==> src/sv/lcdn_pkg.sv <==
package lcdn_pkg;

  localparam int unsigned MaxDigitsDef = 16;
  localparam int unsigned QueueDepth   = 2;
  localparam int unsigned ValueWidth   = 16;
  localparam int unsigned BcdDigits    = 5;
  localparam int unsigned HexDigits    = ValueWidth / 4;
  localparam int unsigned DigitsWidth  = 4 * BcdDigits;

  localparam logic [2:0] CMD_CHAR = 3'd0;
  localparam logic [2:0] CMD_UDEC = 3'd1;
  localparam logic [2:0] CMD_SDEC = 3'd2;
  localparam logic [2:0] CMD_HEX  = 3'd3;
  localparam logic [2:0] CMD_BIN  = 3'd4;

  localparam logic [1:0] LINE_ONE = 2'd1;
  localparam logic [1:0] LINE_TWO = 2'd2;

  localparam logic [7:0] SET_CURSOR    = 8'h80;
  localparam logic [7:0] LINE_TWO_BASE = 8'h40;
  localparam logic [7:0] CHAR_ZERO     = 8'h30;
  localparam logic [7:0] CHAR_A        = 8'h41;
  localparam logic [7:0] CHAR_MINUS    = 8'h2D;
  localparam logic [7:0] CHAR_PLUS     = 8'h2B;

  typedef enum logic [1:0] {
    RADIX_DEC,
    RADIX_HEX,
    RADIX_BIN
  } radix_e;

  typedef struct packed {
    logic                   has_cursor;
    logic [7:0]             cursor_byte;
    logic                   has_lead;
    logic [7:0]             lead_byte;
    logic [4:0]             count;
    radix_e                 radix;
    logic [DigitsWidth-1:0] digits;
  } desc_t;

  typedef struct packed {
    logic full;
    logic empty;
  } qstat_t;

  function automatic logic [7:0] digit_char(input logic [3:0] d);
    logic [7:0] c;
    if (d < 4'd10) begin
      c = CHAR_ZERO + {4'b0000, d};
    end else begin
      c = CHAR_A + {4'b0000, d} - 8'd10;
    end
    return c;
  endfunction

endpackage

==> src/sv/lcdn_if.sv <==
interface lcdn_req_if;
  logic        valid;
  logic        ready;
  logic [2:0]  command;
  logic [1:0]  line;
  logic [4:0]  column;
  logic [7:0]  character;
  logic [15:0] value;
  logic [4:0]  digit_count;

  modport source (output valid, command, line, column, character, value, digit_count,
                  input ready);
  modport sink (input valid, command, line, column, character, value, digit_count,
                output ready);
endinterface

interface lcdn_wr_if;
  logic       valid;
  logic       ready;
  logic       is_data;
  logic [7:0] bus_byte;
  logic       last;

  modport source (output valid, is_data, bus_byte, last, input ready);
  modport sink (input valid, is_data, bus_byte, last, output ready);
endinterface

==> src/sv/lcdn_front.sv <==
module lcdn_front import lcdn_pkg::*; #(
  parameter int unsigned MAX_DIGITS = MaxDigitsDef
) (
  input  logic   clk_i,
  input  logic   rst_ni,
  lcdn_req_if.sink req_i,
  input  qstat_t qstat_i,
  output logic   push_o,
  output desc_t  desc_o
);

  typedef enum logic [2:0] {
    F_IDLE = 3'b001,
    F_CONV = 3'b010,
    F_PUSH = 3'b100
  } fstate_e;

  fstate_e state_q, state_d;
  desc_t   desc_q, desc_new;
  logic [ValueWidth-1:0]  bin_q, mag;
  logic [3:0]             step_q, step_d;
  logic [DigitsWidth-1:0] adj;
  logic [4:0]             count_sat;
  logic                   accept, cmd_ok, has_write, need_conv;

  assign req_i.ready = (state_q == F_IDLE);
  assign accept      = req_i.valid && req_i.ready;

  always_comb begin
    count_sat = (req_i.digit_count > 5'(MAX_DIGITS)) ? 5'(MAX_DIGITS) : req_i.digit_count;
    mag = (req_i.command == CMD_SDEC && req_i.value[ValueWidth-1])
          ? (ValueWidth'(0) - req_i.value) : req_i.value;

    desc_new.has_cursor  = (req_i.line == LINE_ONE) || (req_i.line == LINE_TWO);
    desc_new.cursor_byte = (req_i.line == LINE_TWO)
                           ? (SET_CURSOR | ({3'b000, req_i.column} + LINE_TWO_BASE - 8'd1))
                           : (SET_CURSOR | ({3'b000, req_i.column} - 8'd1));
    desc_new.has_lead  = 1'b0;
    desc_new.lead_byte = req_i.character;
    desc_new.count     = '0;
    desc_new.radix     = RADIX_DEC;
    cmd_ok             = 1'b1;
    need_conv          = 1'b0;

    unique case (req_i.command)
      CMD_CHAR: begin
        desc_new.has_lead = 1'b1;
      end
      CMD_UDEC: begin
        desc_new.count = count_sat;
        need_conv      = (count_sat != '0);
      end
      CMD_SDEC: begin
        desc_new.has_lead  = 1'b1;
        desc_new.lead_byte = req_i.value[ValueWidth-1] ? CHAR_MINUS : CHAR_PLUS;
        desc_new.count     = count_sat;
        need_conv          = (count_sat != '0);
      end
      CMD_HEX: begin
        desc_new.count = count_sat;
        desc_new.radix = RADIX_HEX;
      end
      CMD_BIN: begin
        desc_new.count = count_sat;
        desc_new.radix = RADIX_BIN;
      end
      default: begin
        cmd_ok = 1'b0;
      end
    endcase

    desc_new.digits = need_conv ? '0 : {{(DigitsWidth-ValueWidth){1'b0}}, mag};
    has_write = desc_new.has_cursor || desc_new.has_lead || (desc_new.count != '0);
  end

  // add-3 correction of each bcd digit before the shift
  always_comb begin
    for (int i = 0; i < int'(BcdDigits); i++) begin
      adj[4*i +: 4] = (desc_q.digits[4*i +: 4] >= 4'd5)
                      ? desc_q.digits[4*i +: 4] + 4'd3 : desc_q.digits[4*i +: 4];
    end
  end

  always_comb begin
    state_d = state_q;
    step_d  = step_q;
    unique case (state_q)
      F_IDLE: begin
        if (accept && cmd_ok && has_write) begin
          state_d = need_conv ? F_CONV : F_PUSH;
          step_d  = '0;
        end
      end
      F_CONV: begin
        step_d = step_q + 4'd1;
        if (step_q == 4'(ValueWidth - 1)) begin
          state_d = F_PUSH;
        end
      end
      F_PUSH: begin
        if (!qstat_i.full) begin
          state_d = F_IDLE;
        end
      end
      default: begin
        state_d = F_IDLE;
      end
    endcase
  end

  always_ff @(posedge clk_i or negedge rst_ni) begin
    if (!rst_ni) begin
      state_q <= F_IDLE;
      step_q  <= '0;
    end else begin
      state_q <= state_d;
      step_q  <= step_d;
    end
  end

  always_ff @(posedge clk_i) begin
    if (accept) begin
      desc_q <= desc_new;
      bin_q  <= mag;
    end else if (state_q == F_CONV) begin
      desc_q.digits <= {adj[DigitsWidth-2:0], bin_q[ValueWidth-1]};
      bin_q         <= {bin_q[ValueWidth-2:0], 1'b0};
    end
  end

  assign push_o = (state_q == F_PUSH) && !qstat_i.full;
  assign desc_o = desc_q;

  a_conv_decimal: assert property (@(posedge clk_i) disable iff (!rst_ni)
    state_q == F_CONV |-> desc_q.radix == RADIX_DEC)
    else $error("conversion running on a non-decimal request");

endmodule

==> src/sv/lcdn_queue.sv <==
module lcdn_queue import lcdn_pkg::*; (
  input  logic   clk_i,
  input  logic   rst_ni,
  input  logic   push_i,
  input  desc_t  desc_i,
  input  logic   pop_i,
  output desc_t  desc_o,
  output qstat_t stat_o
);

  localparam int unsigned PtrW = (QueueDepth > 1) ? $clog2(QueueDepth) : 1;
  localparam int unsigned CntW = $clog2(QueueDepth + 1);

  desc_t mem_q [QueueDepth];
  logic [PtrW-1:0] wr_ptr_q, rd_ptr_q;
  logic [CntW-1:0] cnt_q;

  function automatic logic [PtrW-1:0] ptr_next(input logic [PtrW-1:0] p);
    return (p == PtrW'(QueueDepth - 1)) ? '0 : p + PtrW'(1);
  endfunction

  assign stat_o.full  = (cnt_q == CntW'(QueueDepth));
  assign stat_o.empty = (cnt_q == '0);
  assign desc_o       = mem_q[rd_ptr_q];

  always_ff @(posedge clk_i or negedge rst_ni) begin
    if (!rst_ni) begin
      wr_ptr_q <= '0;
      rd_ptr_q <= '0;
      cnt_q    <= '0;
    end else begin
      if (push_i) begin
        wr_ptr_q <= ptr_next(wr_ptr_q);
      end
      if (pop_i) begin
        rd_ptr_q <= ptr_next(rd_ptr_q);
      end
      if (push_i && !pop_i) begin
        cnt_q <= cnt_q + CntW'(1);
      end else if (pop_i && !push_i) begin
        cnt_q <= cnt_q - CntW'(1);
      end
    end
  end

  always_ff @(posedge clk_i) begin
    if (push_i) begin
      mem_q[wr_ptr_q] <= desc_i;
    end
  end

  a_no_overflow: assert property (@(posedge clk_i) disable iff (!rst_ni)
    push_i |-> !stat_o.full)
    else $error("push into a full queue");

  a_no_underflow: assert property (@(posedge clk_i) disable iff (!rst_ni)
    pop_i |-> !stat_o.empty)
    else $error("pop from an empty queue");

endmodule

==> src/sv/lcdn_back.sv <==
module lcdn_back import lcdn_pkg::*; (
  input  logic   clk_i,
  input  logic   rst_ni,
  input  desc_t  desc_i,
  input  qstat_t qstat_i,
  output logic   pop_o,
  lcdn_wr_if.source wr_o
);

  typedef enum logic [3:0] {
    B_IDLE   = 4'b0001,
    B_CURSOR = 4'b0010,
    B_LEAD   = 4'b0100,
    B_DIGIT  = 4'b1000
  } bstate_e;

  bstate_e state_q, state_d, phase;
  desc_t   cur_q, src;
  logic [4:0] pos_q, pos, pos_d;
  logic [3:0] p;
  logic       slot_free, active;
  logic       ovalid_q, odata_q, olast_q;
  logic [7:0] obyte_q;
  logic       e_data, e_last;
  logic [7:0] e_byte;

  function automatic bstate_e first_phase(input desc_t d);
    bstate_e s;
    if (d.has_cursor) begin
      s = B_CURSOR;
    end else if (d.has_lead) begin
      s = B_LEAD;
    end else begin
      s = B_DIGIT;
    end
    return s;
  endfunction

  function automatic logic [3:0] pick(input radix_e r, input logic [DigitsWidth-1:0] d,
                                      input logic [3:0] idx);
    logic [ValueWidth-1:0] v;
    logic [3:0]            n;
    v = d[ValueWidth-1:0];
    n = '0;
    case (r)
      RADIX_DEC: if (idx < 4'(BcdDigits)) n = d[{idx[2:0], 2'b00} +: 4];
      RADIX_HEX: if (idx < 4'(HexDigits)) n = v[{idx[1:0], 2'b00} +: 4];
      RADIX_BIN: n = {3'b000, v[idx]};
      default:   n = '0;
    endcase
    return n;
  endfunction

  assign slot_free = !ovalid_q || wr_o.ready;
  assign active    = (state_q != B_IDLE) || !qstat_i.empty;
  assign pop_o     = (state_q == B_IDLE) && !qstat_i.empty && slot_free;

  always_comb begin
    src   = (state_q == B_IDLE) ? desc_i : cur_q;
    pos   = (state_q == B_IDLE) ? desc_i.count : pos_q;
    phase = (state_q == B_IDLE) ? first_phase(desc_i) : state_q;
    p     = 4'(pos - 5'd1);

    state_d = state_q;
    pos_d   = pos_q;
    e_data  = 1'b1;
    e_byte  = src.lead_byte;
    e_last  = 1'b0;

    if (active && slot_free) begin
      pos_d = pos;
      unique case (phase)
        B_CURSOR: begin
          e_data  = 1'b0;
          e_byte  = src.cursor_byte;
          e_last  = !src.has_lead && (src.count == '0);
          state_d = src.has_lead ? B_LEAD : ((src.count != '0) ? B_DIGIT : B_IDLE);
        end
        B_LEAD: begin
          e_last  = (src.count == '0);
          state_d = (src.count != '0) ? B_DIGIT : B_IDLE;
        end
        B_DIGIT: begin
          e_byte  = digit_char(pick(src.radix, src.digits, p));
          e_last  = (pos == 5'd1);
          pos_d   = pos - 5'd1;
          state_d = (pos == 5'd1) ? B_IDLE : B_DIGIT;
        end
        default: begin
          state_d = B_IDLE;
        end
      endcase
    end
  end

  always_ff @(posedge clk_i or negedge rst_ni) begin
    if (!rst_ni) begin
      state_q  <= B_IDLE;
      pos_q    <= '0;
      ovalid_q <= 1'b0;
    end else begin
      state_q <= state_d;
      pos_q   <= pos_d;
      if (slot_free) begin
        ovalid_q <= active;
      end
    end
  end

  always_ff @(posedge clk_i) begin
    if (pop_o) begin
      cur_q <= desc_i;
    end
    if (active && slot_free) begin
      odata_q <= e_data;
      obyte_q <= e_byte;
      olast_q <= e_last;
    end
  end

  assign wr_o.valid    = ovalid_q;
  assign wr_o.is_data  = odata_q;
  assign wr_o.bus_byte = obyte_q;
  assign wr_o.last     = olast_q;

  a_digits_left: assert property (@(posedge clk_i) disable iff (!rst_ni)
    state_q == B_DIGIT |-> pos_q != '0)
    else $error("digit phase with no digits left");

endmodule

==> src/sv/lcd_number_to_char_writes_unit.sv <==
// character lcd number display write sequencer
// req_i: valid/ready request channel carrying command, line, column,
//   character, value and digit_count; a transfer happens when both are high
// wr_o: valid/ready channel of lcd bus writes (is_data, bus_byte, last),
//   one transfer per bus write, last marks the final write of a request
// a request gives a set-cursor command on lines 1 and 2, then one character
//   or a sign and/or digit_count digits, most significant first
// the front takes a request only once the last is pushed to the queue:
//   character, hex, binary and zero-digit decimal skip conversion, and
//   decimal with digits runs shift-and-add-3 binary to bcd, one bit
//   per cycle over the 16-bit value; a request with no write is dropped
// a two-entry queue parts the front from the back, which emits one write
//   per cycle while the receiver is ready, from a registered output;
//   up to 18 writes per request; the first passes the front register, the
//   queue and the output register, after conversion for decimal with digits
// a stalled receiver holds the output register, the back, then the queue,
//   and finally the front deasserts ready
// reset empties the queue and drops any write in flight
module lcd_number_to_char_writes_unit import lcdn_pkg::*; #(
  parameter int unsigned MAX_DIGITS = MaxDigitsDef
) (
  input  logic clk_i,
  input  logic rst_ni,
  lcdn_req_if.sink   req_i,
  lcdn_wr_if.source  wr_o
);

  desc_t  push_desc, head_desc;
  qstat_t qstat;
  logic   push, pop;

  lcdn_front #(
    .MAX_DIGITS(MAX_DIGITS)
  ) u_front (
    .clk_i  (clk_i),
    .rst_ni (rst_ni),
    .req_i  (req_i),
    .qstat_i(qstat),
    .push_o (push),
    .desc_o (push_desc)
  );

  lcdn_queue u_queue (
    .clk_i (clk_i),
    .rst_ni(rst_ni),
    .push_i(push),
    .desc_i(push_desc),
    .pop_i (pop),
    .desc_o(head_desc),
    .stat_o(qstat)
  );

  lcdn_back u_back (
    .clk_i  (clk_i),
    .rst_ni (rst_ni),
    .desc_i (head_desc),
    .qstat_i(qstat),
    .pop_o  (pop),
    .wr_o   (wr_o)
  );

endmodule

==> src/flat_wrapper.sv <==
// flat-port wrapper written by rule: the top's interface ports become plain ports
module lcd_number_to_char_writes_unit_flat import lcdn_pkg::*;
#(
  parameter int unsigned MAX_DIGITS = MaxDigitsDef
)
  (clk_i, rst_ni, req_i_valid, req_i_command, req_i_line, req_i_column, req_i_character, req_i_value, req_i_digit_count, req_i_ready, wr_o_valid, wr_o_is_data, wr_o_bus_byte, wr_o_last, wr_o_ready);
  lcdn_req_if req_i_i ();
  lcdn_wr_if wr_o_i ();
  input  logic clk_i;
  input  logic rst_ni;
  input wire logic [$bits(req_i_i.valid)-1:0] req_i_valid;
  input wire logic [$bits(req_i_i.command)-1:0] req_i_command;
  input wire logic [$bits(req_i_i.line)-1:0] req_i_line;
  input wire logic [$bits(req_i_i.column)-1:0] req_i_column;
  input wire logic [$bits(req_i_i.character)-1:0] req_i_character;
  input wire logic [$bits(req_i_i.value)-1:0] req_i_value;
  input wire logic [$bits(req_i_i.digit_count)-1:0] req_i_digit_count;
  output wire logic [$bits(req_i_i.ready)-1:0] req_i_ready;
  output wire logic [$bits(wr_o_i.valid)-1:0] wr_o_valid;
  output wire logic [$bits(wr_o_i.is_data)-1:0] wr_o_is_data;
  output wire logic [$bits(wr_o_i.bus_byte)-1:0] wr_o_bus_byte;
  output wire logic [$bits(wr_o_i.last)-1:0] wr_o_last;
  input wire logic [$bits(wr_o_i.ready)-1:0] wr_o_ready;
  assign req_i_i.valid = req_i_valid;
  assign req_i_i.command = req_i_command;
  assign req_i_i.line = req_i_line;
  assign req_i_i.column = req_i_column;
  assign req_i_i.character = req_i_character;
  assign req_i_i.value = req_i_value;
  assign req_i_i.digit_count = req_i_digit_count;
  assign req_i_ready = req_i_i.ready;
  assign wr_o_valid = wr_o_i.valid;
  assign wr_o_is_data = wr_o_i.is_data;
  assign wr_o_bus_byte = wr_o_i.bus_byte;
  assign wr_o_last = wr_o_i.last;
  assign wr_o_i.ready = wr_o_ready;
  lcd_number_to_char_writes_unit #(.MAX_DIGITS(MAX_DIGITS)) u_core (.clk_i(clk_i), .rst_ni(rst_ni), .req_i(req_i_i), .wr_o(wr_o_i));
endmodule
==> config.mk <==
export PLATFORM = sky130hd
export DESIGN_NAME = lcd_number_to_char_writes_unit_flat
export DESIGN_NICKNAME = d
export VERILOG_FILES = /design/src/sv/lcdn_pkg.sv /design/src/sv/lcdn_if.sv /design/src/sv/lcdn_front.sv /design/src/sv/lcdn_queue.sv /design/src/sv/lcdn_back.sv /design/src/sv/lcd_number_to_char_writes_unit.sv /design/src/flat_wrapper.sv
export SDC_FILE = /design/constraint.sdc
export NUM_CORES = 1
export LEC_CHECK = 0
export ABC_AREA = 1
export BUFFER_PORTS_ARGS = -buffer_cell sky130_fd_sc_hd__buf_4
export CAP_MARGIN = 0
export CELL_PAD_IN_SITES_DETAIL_PLACEMENT = 1
export CELL_PAD_IN_SITES_GLOBAL_PLACEMENT = 2
export CORE_ASPECT_RATIO = 0.7
export CORE_UTILIZATION = 44
export CTS_CLUSTER_DIAMETER = 120
export DETAILED_ROUTE_END_ITERATION = 8
export PLACE_DENSITY = 0.84
export SKIP_LAST_GASP = 1
export SLEW_MARGIN = 20
export SYNTH_ARGS = -nofsm -noshare
export SYNTH_HDL_FRONTEND = slang
export SYNTH_HIERARCHICAL = 1
export SYNTH_SLANG_ARGS = --single-unit
==> constraint.sdc <==
create_clock -name clk_i -period 7.66 [get_ports clk_i]
set_clock_uncertainty 0.05 [all_clocks]
set_input_delay 0.766 -clock clk_i [delete_from_list [all_inputs] [get_ports clk_i]]
set_output_delay 0.766 -clock clk_i [all_outputs]
set_load 0.05 [all_outputs]
==> results.yml <==
outcome:
  status: "complete, no violations"
grt:
  track_usage_pct: 20.9
  grt_overflow: 0
  grt_antenna_before_repair: 0
  grt_max_degree: 54
  grt_pass1_vias: 7367
  grt_first_pass_wirelength_um: 40500
yosys:
  synth-main-ff-cell: "edfxtp_1"
  synthTopCellsByArea: "edfxtp_1 55%, nand2_1 7.9%, mux2_4 5.5%"
  synth_nets: 1031
  synth_area_um2: 10600
  synth_most_common_cell: "nand2_1"
  synthTopCellsByCount: "223 x nand2_1, 195 x edfxtp_1, 116 x inv_1"
  ys_seq_area_share_pct: 60.0
  synth_seq_cells: 215
  synth_warnings: 6
  yosysTopAreaCellShare_pct: 55.3
  netlist_instances: 972
  synth_edf_count: 195
  async_flop_share_pct: 9.30
  ys_types: 58
  syn_area_per_cell_um2: 10.9
  yosysTopAreaCell: "edfxtp_1"
run:
  cap_violations: 0
floorplan:
  dieArea_um2: 24700
  die_w_um: 187
  initial_utilization_pct: 44.8
  core_um2: 23600
  rows: 47
  ios: 55
  die_height_um: 132
critical_path:
  crit_top_cell: "nand2_1"
  ff2ff_path_depth: 17
  rrSetupSlack_ns: 3.50
  critPathKind: "reg -> reg"
  max_stage_delay_ns: 0.61
  start_kind: "flop"
  crit_buf_inv: 2
  crit_chain: "buf_4 -> mux2_4 -> nand4_1 -> nand2_2 -> ha_1 -> inv_1 -> nand3_1 -> nor2_1 -> a21oi_1 -> nand2_1 -> nand2_1 -> nand3_1 -> nand2_1 -> o21ai_1 -> nand2_1 -> nand2_1 -> nand2_1"
  slowest_stage: "buf_4"
  r2r-start: "u_core/u_queue/rd_ptr_q$_DFFE_PN0P_"
  cp_max_fo: 34
  required_ns: 7.88
  rr_endpoint: "u_core/u_back/wr_o.bus_byte[6]$_DFFE_PP_"
  cpLargestDelayFamily: "simple AND/OR/NAND/NOR gates"
  crit_arrival_ns: 4.38
  cp-end-kind: "flop"
clocking:
  cts_made_buffers: 22
  h-tree-depth: 1
  cts_tree: "built"
  post_cts.repair.setup_buffers: 0
  cts_sinks: 215
  clk_pin_slew_ns: 0.07
  cts-root-buf: "clkbuf_16"
  worstSkewPairLatency_ns: 0.51
  ctsResizeCount: 0
  clockBufferDepth: 3
  postCtsHoldBufs: 0
drt:
  via_per_inst: 5.19
  dr.pass1.iters: 4
  post_drt_wl_per_cell_um: 18.5
  detail-route-antenna-nets: 0
  wl_um: 25200
  drc: 0
  first_iter_violations: 365
  vias: 7084
placed_design:
  io_buffers: 54
  routabilityCongestion: 0.843
  hpwlAfterDp_um: 18000
  numPlacedInstances: 1324
power_and_ir_drop:
  pwr_density_cell_nw_per_um2: 450
  peakVddDrop_mv: 0.246
  p_leak_nw: 5.04
final_layout:
  drive_gt1_share_pct: 18.9
  final_cells: 1364
  fillers: 2585
  nNetsFinal: 1089
  diodes: 0
  fin_util_pct: 50.9
  area_growth_pct: 13.6
worst_hold_path:
  hold_path.class: "in -> async"
sta:
  clock.fmax_ghz: 0.241
  timing.hold.ws_ns: 0.101
  hold_viol_final: 0
  drv_slew: 0
  setup_tns_ns: 0
  tightest_slew_ns: 0.782
  slew_headroom_pct: 47.7
  finalSetupViolCount: 0
  min_period_ns: 4.16
  grt_setup_unrepaired: "no"
  finalCritPeriodShare_pct: 54.3
-- worst max path at each step --
stage	end	cells past startpoint	slack (ns)	start
floorplan	u_core/u_queue/cnt_q[1]$_DFFE_PN0P_	11	2.99	u_core/u_back/state_q[0]$_DFFE_PN1P_
CTS	u_core/u_back/wr_o.bus_byte[0]$_DFFE_PP_	17	3.53	u_core/u_queue/rd_ptr_q$_DFFE_PN0P_
global placement	u_core/u_back/wr_o.bus_byte[6]$_DFFE_PP_	17	3.66	u_core/u_queue/rd_ptr_q$_DFFE_PN0P_
detailed placement	u_core/u_back/wr_o.bus_byte[0]$_DFFE_PP_	17	3.54	u_core/u_queue/rd_ptr_q$_DFFE_PN0P_
finish	u_core/u_back/wr_o.bus_byte[6]$_DFFE_PP_	17	3.50	u_core/u_queue/rd_ptr_q$_DFFE_PN0P_
global route	u_core/u_back/wr_o.bus_byte[6]$_DFFE_PP_	17	3.15	u_core/u_queue/rd_ptr_q$_DFFE_PN0P_
-- area by class of cell --
| class | instances | area, um2 | area share [%] |
|---|---|---|---|
| inverter | 125 | 479 | 3.98 |
| sequential | 215 | 6360 | 52.8 |
| clock inverter | 14 | 215 | 1.79 |
| timing repair buffer | 61 | 458 | 3.80 |
| clock buffer | 26 | 586 | 4.87 |
| tap | 318 | 398 | 3.31 |
| multi-input combinational | 605 | 3540 | 29.4 |
-- where the power goes --
group          switching [mW]  internal [mW]
combinational            1.54          0.742
clock                   0.458          0.721
sequential              0.188           1.76
total                    2.19           3.23
-- layer usage --
layer / vias up / track usage, % / wire, um
met5: - / 0 / 0
met4: 0 / 4.97 / 453
met3: 35 / 2.98 / 956
met2: 134 / 30.9 / 10600
met1: 3489 / 32.3 / 13200
li1: 3426 / - / -
-- stage by stage --
stage          cell area, um2  total power [mW]  setup slack, ns
6_report                12000              5.41             3.50
2_1_floorplan           10600              3.65             2.99
3_3_place_gp            11200              4.19             3.66
5_1_grt                 12000              5.78             3.15
4_1_cts                 12000              5.45             3.53
3_5_place_dp            11200              4.25             3.54
-- state kept, by name, summed over array words and instances (netlist names), 2 cells and up --
name	flops
u_core/u_front/bin_q	16
u_core/u_back/wr_o.bus_byte	8
u_core/u_back/state_q	3
u_core/u_front/desc_o	44
u_core/u_queue/mem_q	90
u_core/u_back/cur_q	35
u_core/u_front/state_q	3
u_core/u_queue/cnt_q	2
u_core/u_front/step_q	4
u_core/u_back/pos_q	5
-- worst register-to-register path: stages (launching register included) --
cell and delay, ns:
dfrtp_2 0.59, buf_4 0.62, mux2_4 0.37, nand4_1 0.18
nand2_2 0.22, ha_1 0.47, inv_1 0.24, nand3_1 0.13
nor2_1 0.20, a21oi_1 0.09, nand2_1 0.08, nand2_1 0.05
nand3_1 0.08, nand2_1 0.11, o21ai_1 0.19, nand2_1 0.12
nand2_1 0.10, nand2_1 0.05
-- cells in the final DEF, fill, tap and decap left out, drive strengths merged, types with 12 or more instances in the layout --
| master | count |
|---|---|
| or2 | 13 |
| nor2 | 64 |
| buf | 61 |
| ha | 16 |
| a21oi | 30 |
| edfxtp | 195 |
| nand3 | 63 |
| inv | 126 |
| nand4 | 12 |
| mux2 | 45 |
| nand2 | 232 |
| o21ai | 70 |
| dfrtp | 18 |
| clkbuf | 26 |
| nor3 | 12 |
-- cells by family (layout without fill, tap and decap cells) --
logic type                 Yosys count  after routing  synth area share, %
muxes                               48             48                 6.45
adders and majority gates           16             16                 1.89
other                                1              1               0.0354
DFF                                215            215                 60.0
buffers and inverters              152            226                 6.70
AOI/OAI and AO/OA                  126            126                 6.98
and+or+nand+nor                    402            402                 16.9
xor gates and xnor gates            12             12                0.992
(Power assumes the default switching activity.)
